===== src/rtl/qtla_pkg.sv =====
// package for the two-level quota alarm: widths, codes, register indexes and shared types
// no dependencies; used by qtla_serial_arith and quota_two_level_alarm_top

package qtla_pkg;

    localparam int BYTE_COUNT_WIDTH_DEF = 48;
    localparam int PCT_W                = 7;
    localparam int FH_W                 = 14;
    localparam int KIND_W               = 3;
    localparam int CFG_IDX_W            = 3;

    localparam logic [PCT_W-1:0] PCT_FULL = 7'd100;
    localparam logic [FH_W-1:0]  FH_FULL  = 14'd10000;

    localparam logic [KIND_W-1:0] EV_RAISE_SEVERE = 3'd0;
    localparam logic [KIND_W-1:0] EV_RAISE_WARN   = 3'd1;
    localparam logic [KIND_W-1:0] EV_CEASE_SEVERE = 3'd2;
    localparam logic [KIND_W-1:0] EV_CEASE_WARN   = 3'd3;
    localparam logic [KIND_W-1:0] EV_UNAVAILABLE  = 3'd4;

    localparam logic [CFG_IDX_W-1:0] REG_LIMIT        = 3'd0;
    localparam logic [CFG_IDX_W-1:0] REG_SEVERE_ALARM = 3'd1;
    localparam logic [CFG_IDX_W-1:0] REG_SEVERE_CEASE = 3'd2;
    localparam logic [CFG_IDX_W-1:0] REG_WARN_ALARM   = 3'd3;
    localparam logic [CFG_IDX_W-1:0] REG_WARN_CEASE   = 3'd4;

    localparam logic [PCT_W-1:0] SEVERE_ALARM_RST = 7'd5;
    localparam logic [PCT_W-1:0] SEVERE_CEASE_RST = 7'd10;
    localparam logic [PCT_W-1:0] WARN_ALARM_RST   = 7'd20;
    localparam logic [PCT_W-1:0] WARN_CEASE_RST   = 7'd25;

    // result of the serial arithmetic for one check sample
    typedef struct packed {
        logic            done;
        logic            severe_band;
        logic            warn_band;
        logic            severe_cease_above;
        logic [FH_W-1:0] free_hundredths;
    } qtla_res_t;

    typedef struct packed {
        logic              last;
        logic [FH_W-1:0]   free_hundredths;
        logic [PCT_W-1:0]  level_pct;
        logic [KIND_W-1:0] event_kind;
    } qtla_evt_t;

endpackage


===== src/rtl/qtla_serial_arith.sv =====
// serial arithmetic for one check sample: band compares by shift-add products
// and free space in hundredths by decimal long division, one quotient bit per cycle
// depends on qtla_pkg

module qtla_serial_arith
    import qtla_pkg::*;
#(
    parameter int BYTE_COUNT_WIDTH = BYTE_COUNT_WIDTH_DEF
) (
    input  logic                        aclk,
    input  logic                        aresetn,
    input  logic                        start,
    input  logic [BYTE_COUNT_WIDTH-1:0] used_bytes,
    input  logic [BYTE_COUNT_WIDTH-1:0] limit_bytes,
    input  logic [PCT_W-1:0]            severe_alarm_pct,
    input  logic [PCT_W-1:0]            warn_alarm_pct,
    input  logic [PCT_W-1:0]            severe_cease_pct,
    output qtla_res_t                   res
);

    localparam int W  = BYTE_COUNT_WIDTH;
    localparam int PW = W + PCT_W;
    localparam int RW = W + 4;

    typedef enum logic [7:0] {
        A_IDLE  = 8'b0000_0001,
        A_U100  = 8'b0000_0010,
        A_MUL   = 8'b0000_0100,
        A_CMP   = 8'b0000_1000,
        A_DIVI  = 8'b0001_0000,
        A_MUL10 = 8'b0010_0000,
        A_SUB   = 8'b0100_0000,
        A_DONE  = 8'b1000_0000
    } astate_t;

    astate_t         state_reg, state_next;
    logic [W-1:0]    used_reg, used_next;
    logic [PW-1:0]   acc_reg, acc_next;
    logic [PW-1:0]   u100_reg, u100_next;
    logic [2:0]      cnt_reg, cnt_next;
    logic [1:0]      tst_reg, tst_next;
    logic [2:0]      band_reg, band_next;
    logic [RW-1:0]   rem_reg, rem_next;
    logic [1:0]      sub_reg, sub_next;
    logic [3:0]      dig_reg, dig_next;
    logic [FH_W-1:0] q_reg, q_next;
    logic [FH_W-1:0] fh_reg, fh_next;

    logic [PCT_W-1:0] pct_sel;
    logic [PCT_W-1:0] mul_f;
    logic [W-1:0]     mul_a;
    logic [2:0]       bit_idx;
    logic [PW-1:0]    acc_step;
    logic             ge;
    logic             pct_big;
    logic             band_bit;
    logic [RW-1:0]    dvs;
    logic             take;
    logic [3:0]       dig_step;
    logic [FH_W-1:0]  q_step;
    logic [RW-1:0]    rem_x10;

    always_comb begin
        unique case (tst_reg)
            2'd0:    pct_sel = severe_alarm_pct;
            2'd1:    pct_sel = warn_alarm_pct;
            default: pct_sel = severe_cease_pct;
        endcase
        mul_f    = (state_reg == A_U100) ? PCT_FULL : PCT_W'(PCT_FULL - pct_sel);
        mul_a    = (state_reg == A_U100) ? used_reg : limit_bytes;
        bit_idx  = 3'd6 - cnt_reg;
        acc_step = PW'({acc_reg[PW-2:0], 1'b0}
                   + (mul_f[bit_idx] ? {{PCT_W{1'b0}}, mul_a} : {PW{1'b0}}));
        ge       = u100_reg >= acc_reg;
        pct_big  = pct_sel >= PCT_FULL;
        band_bit = (tst_reg == 2'd2) ? (!pct_big && !ge) : (pct_big || ge);
        dvs      = {4'b0000, limit_bytes} << sub_reg;
        take     = rem_reg >= dvs;
        dig_step = dig_reg | (take ? (4'b0001 << sub_reg) : 4'b0000);
        q_step   = FH_W'((q_reg << 3) + (q_reg << 1) + {{(FH_W-4){1'b0}}, dig_step});
        rem_x10  = RW'((rem_reg << 3) + (rem_reg << 1));
    end

    always_comb begin
        state_next = state_reg;
        used_next  = used_reg;
        acc_next   = acc_reg;
        u100_next  = u100_reg;
        cnt_next   = cnt_reg;
        tst_next   = tst_reg;
        band_next  = band_reg;
        rem_next   = rem_reg;
        sub_next   = sub_reg;
        dig_next   = dig_reg;
        q_next     = q_reg;
        fh_next    = fh_reg;
        unique case (state_reg)
            A_IDLE: begin
                if (start) begin
                    used_next  = used_bytes;
                    acc_next   = '0;
                    cnt_next   = '0;
                    state_next = A_U100;
                end
            end
            A_U100: begin
                if (cnt_reg == 3'd6) begin
                    u100_next  = acc_step;
                    acc_next   = '0;
                    cnt_next   = '0;
                    tst_next   = '0;
                    state_next = A_MUL;
                end else begin
                    acc_next = acc_step;
                    cnt_next = cnt_reg + 3'd1;
                end
            end
            A_MUL: begin
                acc_next = acc_step;
                if (cnt_reg == 3'd6) begin
                    state_next = A_CMP;
                end else begin
                    cnt_next = cnt_reg + 3'd1;
                end
            end
            A_CMP: begin
                band_next[tst_reg] = band_bit;
                acc_next = '0;
                cnt_next = '0;
                if (tst_reg == 2'd2) begin
                    state_next = A_DIVI;
                end else begin
                    tst_next   = tst_reg + 2'd1;
                    state_next = A_MUL;
                end
            end
            A_DIVI: begin
                if (used_reg >= limit_bytes) begin
                    fh_next    = '0;
                    state_next = A_DONE;
                end else begin
                    rem_next   = {4'b0000, used_reg};
                    q_next     = '0;
                    cnt_next   = '0;
                    state_next = A_MUL10;
                end
            end
            A_MUL10: begin
                rem_next   = rem_x10;
                dig_next   = '0;
                sub_next   = 2'd3;
                state_next = A_SUB;
            end
            A_SUB: begin
                if (take) begin
                    rem_next = RW'(rem_reg - dvs);
                end
                dig_next = dig_step;
                if (sub_reg == 2'd0) begin
                    q_next = q_step;
                    if (cnt_reg == 3'd3) begin
                        fh_next    = FH_W'(FH_FULL - q_step);
                        state_next = A_DONE;
                    end else begin
                        cnt_next   = cnt_reg + 3'd1;
                        state_next = A_MUL10;
                    end
                end else begin
                    sub_next = sub_reg - 2'd1;
                end
            end
            A_DONE: begin
                state_next = A_IDLE;
            end
            default: begin
                state_next = A_IDLE;
            end
        endcase
    end

    always_ff @(posedge aclk) begin
        if (!aresetn) begin
            state_reg <= A_IDLE;
        end else begin
            state_reg <= state_next;
        end
        used_reg <= used_next;
        acc_reg  <= acc_next;
        u100_reg <= u100_next;
        cnt_reg  <= cnt_next;
        tst_reg  <= tst_next;
        band_reg <= band_next;
        rem_reg  <= rem_next;
        sub_reg  <= sub_next;
        dig_reg  <= dig_next;
        q_reg    <= q_next;
        fh_reg   <= fh_next;
    end

    assign res.done               = (state_reg == A_DONE);
    assign res.severe_band        = band_reg[0];
    assign res.warn_band          = band_reg[1];
    assign res.severe_cease_above = band_reg[2];
    assign res.free_hundredths    = fh_reg;

endmodule


===== src/rtl/quota_two_level_alarm_top.sv =====
// top level of the two-level quota alarm: stream ports, register file, alarm flags,
// event decision and a two-entry event buffer ahead of the output register
// depends on qtla_pkg and qtla_serial_arith
//
// sequencing: a check sample with a nonzero limit runs a shift-add product for 100*used,
// three product-and-compare passes, a setup step and decimal long division for 4 digits,
// then passes through the result state, the event buffer and the output register to m_tvalid;
// with used at or above the limit the division is skipped; stop and folder-absent requests
// go straight to the event buffer and the output register; a check sample with a zero limit
// raises no event
// input hold: a new request is taken only in the idle state, once every event of the last one
// has been loaded into the output register, so m_tready stalls hold the input longer
// reset: synchronous, active low; both alarm flags clear, registers take their defaults,
// event buffer and output register empty

module quota_two_level_alarm_top
    import qtla_pkg::*;
#(
    parameter int BYTE_COUNT_WIDTH = BYTE_COUNT_WIDTH_DEF
) (
    input  logic                                       aclk,
    input  logic                                       aresetn,
    // config write channel
    input  logic                                       cfg_valid,
    output logic                                       cfg_ready,
    input  logic [CFG_IDX_W-1:0]                       cfg_index,
    input  logic [BYTE_COUNT_WIDTH-1:0]                cfg_data,
    // request channel
    input  logic                                       s_tvalid,
    output logic                                       s_tready,
    // folder_present, used_bytes, zero fill
    input  logic [((BYTE_COUNT_WIDTH + 8) / 8) * 8-1:0] s_tdata,
    // action
    input  logic                                       s_tuser,
    // event channel
    output logic                                       m_tvalid,
    input  logic                                       m_tready,
    // level_pct, free_hundredths, zero fill
    output logic [23:0]                                m_tdata,
    // event_kind
    output logic [KIND_W-1:0]                          m_tuser,
    output logic                                       m_tlast
);

    localparam int W = BYTE_COUNT_WIDTH;

    typedef enum logic [2:0] {
        ST_IDLE = 3'b001,
        ST_BUSY = 3'b010,
        ST_EMIT = 3'b100
    } state_t;

    state_t           state_reg, state_next;
    logic [W-1:0]     limit_reg;
    logic [PCT_W-1:0] sev_alarm_reg, sev_cease_reg, warn_alarm_reg, warn_cease_reg;
    logic             sev_reg, sev_next;
    logic             warn_reg, warn_next;
    qtla_evt_t        evq_reg [2];
    qtla_evt_t        evq_next [2];
    logic [1:0]       evn_reg, evn_next;
    qtla_evt_t        out_reg, out_next;
    logic             out_vld_reg, out_vld_next;

    logic             s_acc;
    logic             present;
    logic             start;
    logic             load;
    qtla_res_t        arith_res;
    qtla_evt_t        evs [2];
    logic [1:0]       n;

    function automatic qtla_evt_t mk_evt(logic [KIND_W-1:0] kind, logic [PCT_W-1:0] lvl,
                                         logic [FH_W-1:0] fh);
        qtla_evt_t e;
        e.event_kind      = kind;
        e.level_pct       = lvl;
        e.free_hundredths = fh;
        e.last            = 1'b0;
        return e;
    endfunction

    assign cfg_ready = 1'b1;
    assign s_tready  = (state_reg == ST_IDLE);
    assign s_acc     = s_tvalid && s_tready;
    assign present   = s_tdata[0];
    assign start     = s_acc && !s_tuser && present && (limit_reg != '0);

    qtla_serial_arith #(
        .BYTE_COUNT_WIDTH (BYTE_COUNT_WIDTH)
    ) u_arith (
        .aclk             (aclk),
        .aresetn          (aresetn),
        .start            (start),
        .used_bytes       (s_tdata[W:1]),
        .limit_bytes      (limit_reg),
        .severe_alarm_pct (sev_alarm_reg),
        .warn_alarm_pct   (warn_alarm_reg),
        .severe_cease_pct (sev_cease_reg),
        .res              (arith_res)
    );

    // event decision
    always_comb begin
        evs[0]    = '0;
        evs[1]    = '0;
        n         = 2'd0;
        sev_next  = sev_reg;
        warn_next = warn_reg;
        if (s_acc && s_tuser) begin
            if (sev_reg) begin
                evs[n[0]] = mk_evt(EV_CEASE_SEVERE, sev_cease_reg, '0);
                n = n + 2'd1;
            end
            if (warn_reg) begin
                evs[n[0]] = mk_evt(EV_CEASE_WARN, warn_cease_reg, '0);
                n = n + 2'd1;
            end
            sev_next  = 1'b0;
            warn_next = 1'b0;
        end else if (s_acc && !present) begin
            evs[0] = mk_evt(EV_UNAVAILABLE, '0, '0);
            n      = 2'd1;
        end else if (state_reg == ST_BUSY && arith_res.done) begin
            if (arith_res.severe_band) begin
                if (warn_reg) begin
                    evs[n[0]] = mk_evt(EV_CEASE_WARN, warn_cease_reg,
                                       arith_res.free_hundredths);
                    n = n + 2'd1;
                    warn_next = 1'b0;
                end
                if (!sev_reg) begin
                    evs[n[0]] = mk_evt(EV_RAISE_SEVERE, sev_alarm_reg,
                                       arith_res.free_hundredths);
                    n = n + 2'd1;
                    sev_next = 1'b1;
                end
            end else if (arith_res.warn_band) begin
                if (sev_reg) begin
                    if (arith_res.severe_cease_above) begin
                        evs[0] = mk_evt(EV_CEASE_SEVERE, sev_cease_reg,
                                        arith_res.free_hundredths);
                        evs[1] = mk_evt(EV_RAISE_WARN, warn_alarm_reg,
                                        arith_res.free_hundredths);
                        n = 2'd2;
                        sev_next  = 1'b0;
                        warn_next = 1'b1;
                    end
                end else if (!warn_reg) begin
                    evs[0] = mk_evt(EV_RAISE_WARN, warn_alarm_reg,
                                    arith_res.free_hundredths);
                    n = 2'd1;
                    warn_next = 1'b1;
                end
            end else begin
                if (sev_reg) begin
                    evs[n[0]] = mk_evt(EV_CEASE_SEVERE, sev_cease_reg,
                                       arith_res.free_hundredths);
                    n = n + 2'd1;
                    sev_next = 1'b0;
                end
                if (warn_reg) begin
                    evs[n[0]] = mk_evt(EV_CEASE_WARN, warn_cease_reg,
                                       arith_res.free_hundredths);
                    n = n + 2'd1;
                    warn_next = 1'b0;
                end
            end
        end
        if (n == 2'd1) begin
            evs[0].last = 1'b1;
        end
        if (n == 2'd2) begin
            evs[1].last = 1'b1;
        end
    end

    // sequencing, event buffer and output register
    assign load = (state_reg == ST_EMIT) && (!out_vld_reg || m_tready);

    always_comb begin
        state_next   = state_reg;
        evq_next[0]  = evq_reg[0];
        evq_next[1]  = evq_reg[1];
        evn_next     = evn_reg;
        out_next     = out_reg;
        out_vld_next = out_vld_reg && !m_tready;
        unique case (state_reg)
            ST_IDLE: begin
                if (start) begin
                    state_next = ST_BUSY;
                end else if (n != 2'd0) begin
                    evq_next[0] = evs[0];
                    evq_next[1] = evs[1];
                    evn_next    = n;
                    state_next  = ST_EMIT;
                end
            end
            ST_BUSY: begin
                if (arith_res.done) begin
                    if (n != 2'd0) begin
                        evq_next[0] = evs[0];
                        evq_next[1] = evs[1];
                        evn_next    = n;
                        state_next  = ST_EMIT;
                    end else begin
                        state_next = ST_IDLE;
                    end
                end
            end
            ST_EMIT: begin
                if (load) begin
                    out_next     = evq_reg[0];
                    out_vld_next = 1'b1;
                    evq_next[0]  = evq_reg[1];
                    evn_next     = evn_reg - 2'd1;
                    if (evn_reg == 2'd1) begin
                        state_next = ST_IDLE;
                    end
                end
            end
            default: begin
                state_next = ST_IDLE;
            end
        endcase
    end

    always_ff @(posedge aclk) begin
        if (!aresetn) begin
            state_reg      <= ST_IDLE;
            sev_reg        <= 1'b0;
            warn_reg       <= 1'b0;
            evn_reg        <= 2'd0;
            out_vld_reg    <= 1'b0;
            limit_reg      <= '0;
            sev_alarm_reg  <= SEVERE_ALARM_RST;
            sev_cease_reg  <= SEVERE_CEASE_RST;
            warn_alarm_reg <= WARN_ALARM_RST;
            warn_cease_reg <= WARN_CEASE_RST;
        end else begin
            state_reg   <= state_next;
            sev_reg     <= sev_next;
            warn_reg    <= warn_next;
            evn_reg     <= evn_next;
            out_vld_reg <= out_vld_next;
            if (cfg_valid && cfg_ready) begin
                unique case (cfg_index)
                    REG_LIMIT:        limit_reg      <= cfg_data;
                    REG_SEVERE_ALARM: sev_alarm_reg  <= cfg_data[PCT_W-1:0];
                    REG_SEVERE_CEASE: sev_cease_reg  <= cfg_data[PCT_W-1:0];
                    REG_WARN_ALARM:   warn_alarm_reg <= cfg_data[PCT_W-1:0];
                    REG_WARN_CEASE:   warn_cease_reg <= cfg_data[PCT_W-1:0];
                    default: ;
                endcase
            end
        end
        evq_reg[0] <= evq_next[0];
        evq_reg[1] <= evq_next[1];
        out_reg    <= out_next;
    end

    assign m_tvalid = out_vld_reg;
    assign m_tdata  = {3'b000, out_reg.free_hundredths, out_reg.level_pct};
    assign m_tuser  = out_reg.event_kind;
    assign m_tlast  = out_reg.last;

    a_done_only_busy: assert property (@(posedge aclk) disable iff (!aresetn)
        arith_res.done |-> state_reg == ST_BUSY)
        else $error("arithmetic result outside busy state");

    a_emit_has_events: assert property (@(posedge aclk) disable iff (!aresetn)
        state_reg == ST_EMIT |-> (evn_reg == 2'd1 || evn_reg == 2'd2))
        else $error("emit state with empty event buffer");

    a_final_event_last: assert property (@(posedge aclk) disable iff (!aresetn)
        (load && evn_reg == 2'd1) |=> (m_tvalid && m_tlast))
        else $error("final event of a request not marked last");

    a_never_both_flags: assert property (@(posedge aclk) disable iff (!aresetn)
        !(sev_reg && warn_reg))
        else $error("severe and warning alarms raised together");

endmodule

===== config.mk =====
export PLATFORM = sky130hd
export DESIGN_NAME = quota_two_level_alarm_top
export DESIGN_NICKNAME = d
export VERILOG_FILES = /design/src/rtl/qtla_pkg.sv /design/src/rtl/qtla_serial_arith.sv /design/src/rtl/quota_two_level_alarm_top.sv
export SDC_FILE = /design/constraint.sdc
export NUM_CORES = 1
export LEC_CHECK = 0
export ABC_AREA = 1
export BUFFER_PORTS_ARGS = -buffer_cell sky130_fd_sc_hd__buf_2
export CAP_MARGIN = 20
export CORE_MARGIN = 5
export CORE_UTILIZATION = 40
export DETAILED_ROUTE_END_ITERATION = 10
export HOLD_SLACK_MARGIN = 0.15
export PLACE_DENSITY = 0.6
export SKIP_LAST_GASP = 1
export SLEW_MARGIN = 20
export SYNTH_ARGS = -nofsm -noshare
export SYNTH_HDL_FRONTEND = slang
export SYNTH_SLANG_ARGS = --single-unit

===== constraint.sdc =====
create_clock -name aclk -period 7.8 [get_ports aclk]
set_clock_uncertainty 0.15 [all_clocks]
set_input_delay 1.17 -clock aclk [delete_from_list [all_inputs] [get_ports aclk]]
set_output_delay 1.17 -clock aclk [all_outputs]
set_load 0.01 [all_outputs]

==> results.txt <==
largest net degree at the start of global routing: 100
worst-case clock buffer depth: 3
CTS tree: yes
Min Hold Slack: 0.2658 ns
Post-route DRC: 0
CTS Root Cell: clkbuf_16
Site Rows: 104
initial antenna violation count: 3
most frequent cells in the layout: nand2_1 (861), inv_1 (543), nor2_1 (458), a21oi_1 (432), o21ai_0 (402)
status: finished, final reports clean
register bit total from synthesis: 417
# setup viols final: 0
Routed Antenna Nets: 0
port bufs: 132
clock slew at reported path FFs: 0.06 ns
register share of total power: 42.7%
Data required, critical path: 8.03 ns
Combinational Power Share: 15.0%
Pleak: 0.01576 uW
Routability Congestion: 0.9791
RSZ-0062 raised after global routing: no
Congestion Overflow GR: 0
worst-skew pair later-pin latency: 0.65 ns
Int Pwr: 4392 uW
via count: 30290
Syn-to-layout area delta: 11.17%
Setup CP Type: flip-flop to flip-flop
Post-Syn Area per Cell: 7.449 um2
Mapped Cells: 4338
Arr. time, crit path: 6.72 ns
TritonRoute pass-1 iters: 6
ys async rst share: 0%
Critical-path top delay cell: edfxtp_1
gr usage total: 24.74%
crit share post-route: 83.28%
Resize count post-CTS: 0
first-pass GRT wire length: 167400 um
actual slew at the worst max-slew pin: 1.157 ns
Crit path buffers/inverters: 5
worst vdd ir: 0.0001563 V
Setup crit end kind: flip-flop
part of the power in the clock network: 42.3%
Die W: 294.2 um
Hold Fails Final Rpt: 0
setup TNS: 0 ns
share of layout cells above drive strength 1: 8.149%
area of the core: 80290 um2
Initial Utilization: 40.25%
ys flop type: edfxtp_1
switch share: 28.82%
Via density: 5.467
max-cap violations: 0
CP Max Fanout: 53
placed insts: 5443
Seq/Total Area, Yosys: 35.90%
CP peak stage delay: 0.74 ns
die area: 86570 um2
post-route insts no fill: 5540
Post-CTS Hold Buffers: 0
commonest non-fill, non-tap cell in the layout: nand2_1
synth unique cells: 73
initial drt markers: 2879
crit-path leading delay family: simple AND/OR/NAND/NOR gates
Num CTS Buffers: 52
clock sink count: 417
power density over cell area: 171.7 nW/um2
Netlist Area Pre-Place: 32310 um2
Nets: 4842
slew margin rel.: 22.08%
Total Wirelength: 110400 um
H-tree levels: 2
dpl hpwl: 87300 um
Period minus WS final: 6.496 ns
Die H: 294.2 um
Warnings, synthesis: 0
Slew Limit Fails: 0
vias in the first global route: 28840
Critical Path Source Type: flip-flop
Ports: 144
Post-CTS Setup Bufs: 0
Hold Crit Class: flip-flop to flip-flop
f_max: 153.9 MHz
EDFF count, synth: 325
WL/cell: 19.94 um
Switching Power: 1778 uW
-- per-stage QoR --
stage / setup slack (ns) / cell area, um2 / power [uW] / util [%]
after floorplan: 2.390 / 32320 / 3294 / -
after global placement: 1.570 / 34090 / 3586 / 42.47
after detailed placement: 1.507 / 34090 / 3597 / 42.47
after CTS: 1.469 / 35920 / 6207 / 44.74
after global routing: 0.8884 / 35920 / 6431 / 44.74
final: 1.304 / 35930 / 6170 / 44.75
-- cell usage after synthesis (4+ instances only) --
library cell  number  share of area, %
edfxtp_1         325                30
nor4_1            16              0.31
o21bai_1          18              0.42
o21ai_1           25              0.39
nor2_1           463               5.4
o211ai_1          25              0.58
a21o_1            25              0.58
a31oi_1           25              0.48
dfxtp_1           92               5.7
nand2_1          863                10
nor2_2            14              0.27
clkinv_1           4             0.046
nor4_2             5              0.19
ha_1             287                11
xnor2_1           14              0.38
a21oi_1          434               6.7
nand2_2            5             0.097
nor3_1            38              0.59
clkbuf_1          82              0.95
o31ai_1            4             0.093
a21boi_1           5              0.12
nand3_1          244               3.8
mux2i_1           31              0.96
a21oi_2            8              0.22
inv_1            545               6.3
nand3_2            5              0.15
nand4_1           62               1.2
buf_2             19              0.29
nand3b_1          13              0.30
fa_1               5              0.31
inv_2             20              0.23
a21boi_0           7              0.16
o21ai_2            8              0.22
nor2_4             4              0.14
o21ai_0          402               6.2
buf_1              8             0.093
or2_2             20              0.39
o22ai_1           28              0.54
and3_1             6              0.12
buf_4              4             0.093
xor2_1            52               1.4
o21a_1            23              0.53
a211oi_1           5              0.12
-- path summary, 6_finish.rpt --
path                                                  startpoint                                to  slack (ns)  depth (start not counted)
worst min register to register          evq_reg[0][10]$_DFFE_PP_              m_tdata[7]$_DFFE_PP_        0.27                          0
worst max register to register  u_arith.sub_reg[0]$_SDFFCE_PN1P_  u_arith.fh_reg[12]$_SDFFCE_PN0P_        1.30                         28
worst min-delay path                    evq_reg[0][10]$_DFFE_PP_              m_tdata[7]$_DFFE_PP_        0.27                          0
worst max-delay path            u_arith.sub_reg[0]$_SDFFCE_PN1P_  u_arith.fh_reg[12]$_SDFFCE_PN0P_        1.30                         28
-- layer usage --
metal | wire length (um) | up-vias | track usage (%)
met5 | 0 | - | 0
met4 | 4222 | 0 | 8.646
met3 | 6526 | 163 | 3.185
met2 | 48180 | 903 | 38.77
met1 | 51510 | 14200 | 35.35
li1 | - | 15020 | -
-- power by group through the flow --
stage | combinational [uW] | sequential [uW] | clock, uW
detailed placement | 918 | 2680 | 0
global placement | 909 | 2680 | 0
global route | 1030 | 2640 | 2750
CTS | 924 | 2630 | 2650
finish | 925 | 2630 | 2610
floorplan | 635 | 2660 | 0
-- kinds of logic (layout without fill, tap and decap cells) --
group,count (synthesis),count (layout),share of synthesized area [%]
and+or+nand+nor,1778,1778,23.48
AOI/OAI and AO/OA,1067,1067,18.25
buffers and inverters,684,823,8.123
DFF,417,417,35.90
adders and majority gates,292,292,11.42
xor gates and xnor gates,67,67,1.839
muxes,31,31,0.9602
other,2,5,0.02324
-- worst register-to-register path, delay by kind of cell (launching register included) --
family | cells | cell delay, ns
mux | 1 | 0.18
buf+inv | 5 | 0.67
compound gates | 4 | 1.00
fa+ha+maj | 3 | 1.42
simple gates | 14 | 1.80
flops | 1 | 0.74
xor+xnor | 1 | 0.26
-- cell type report --
type                    instances  area, um2
diodes                          1      2.502
clock buffers                  63       1428
clock inverters                33      401.6
fillers                      8170      44360
inverters                     569       2136
multi-input cells            3239      18160
flip-flops and latches        417      11600
well taps                    1060       1326
repair buffers                158      868.3
(Power assumes the default switching activity.)
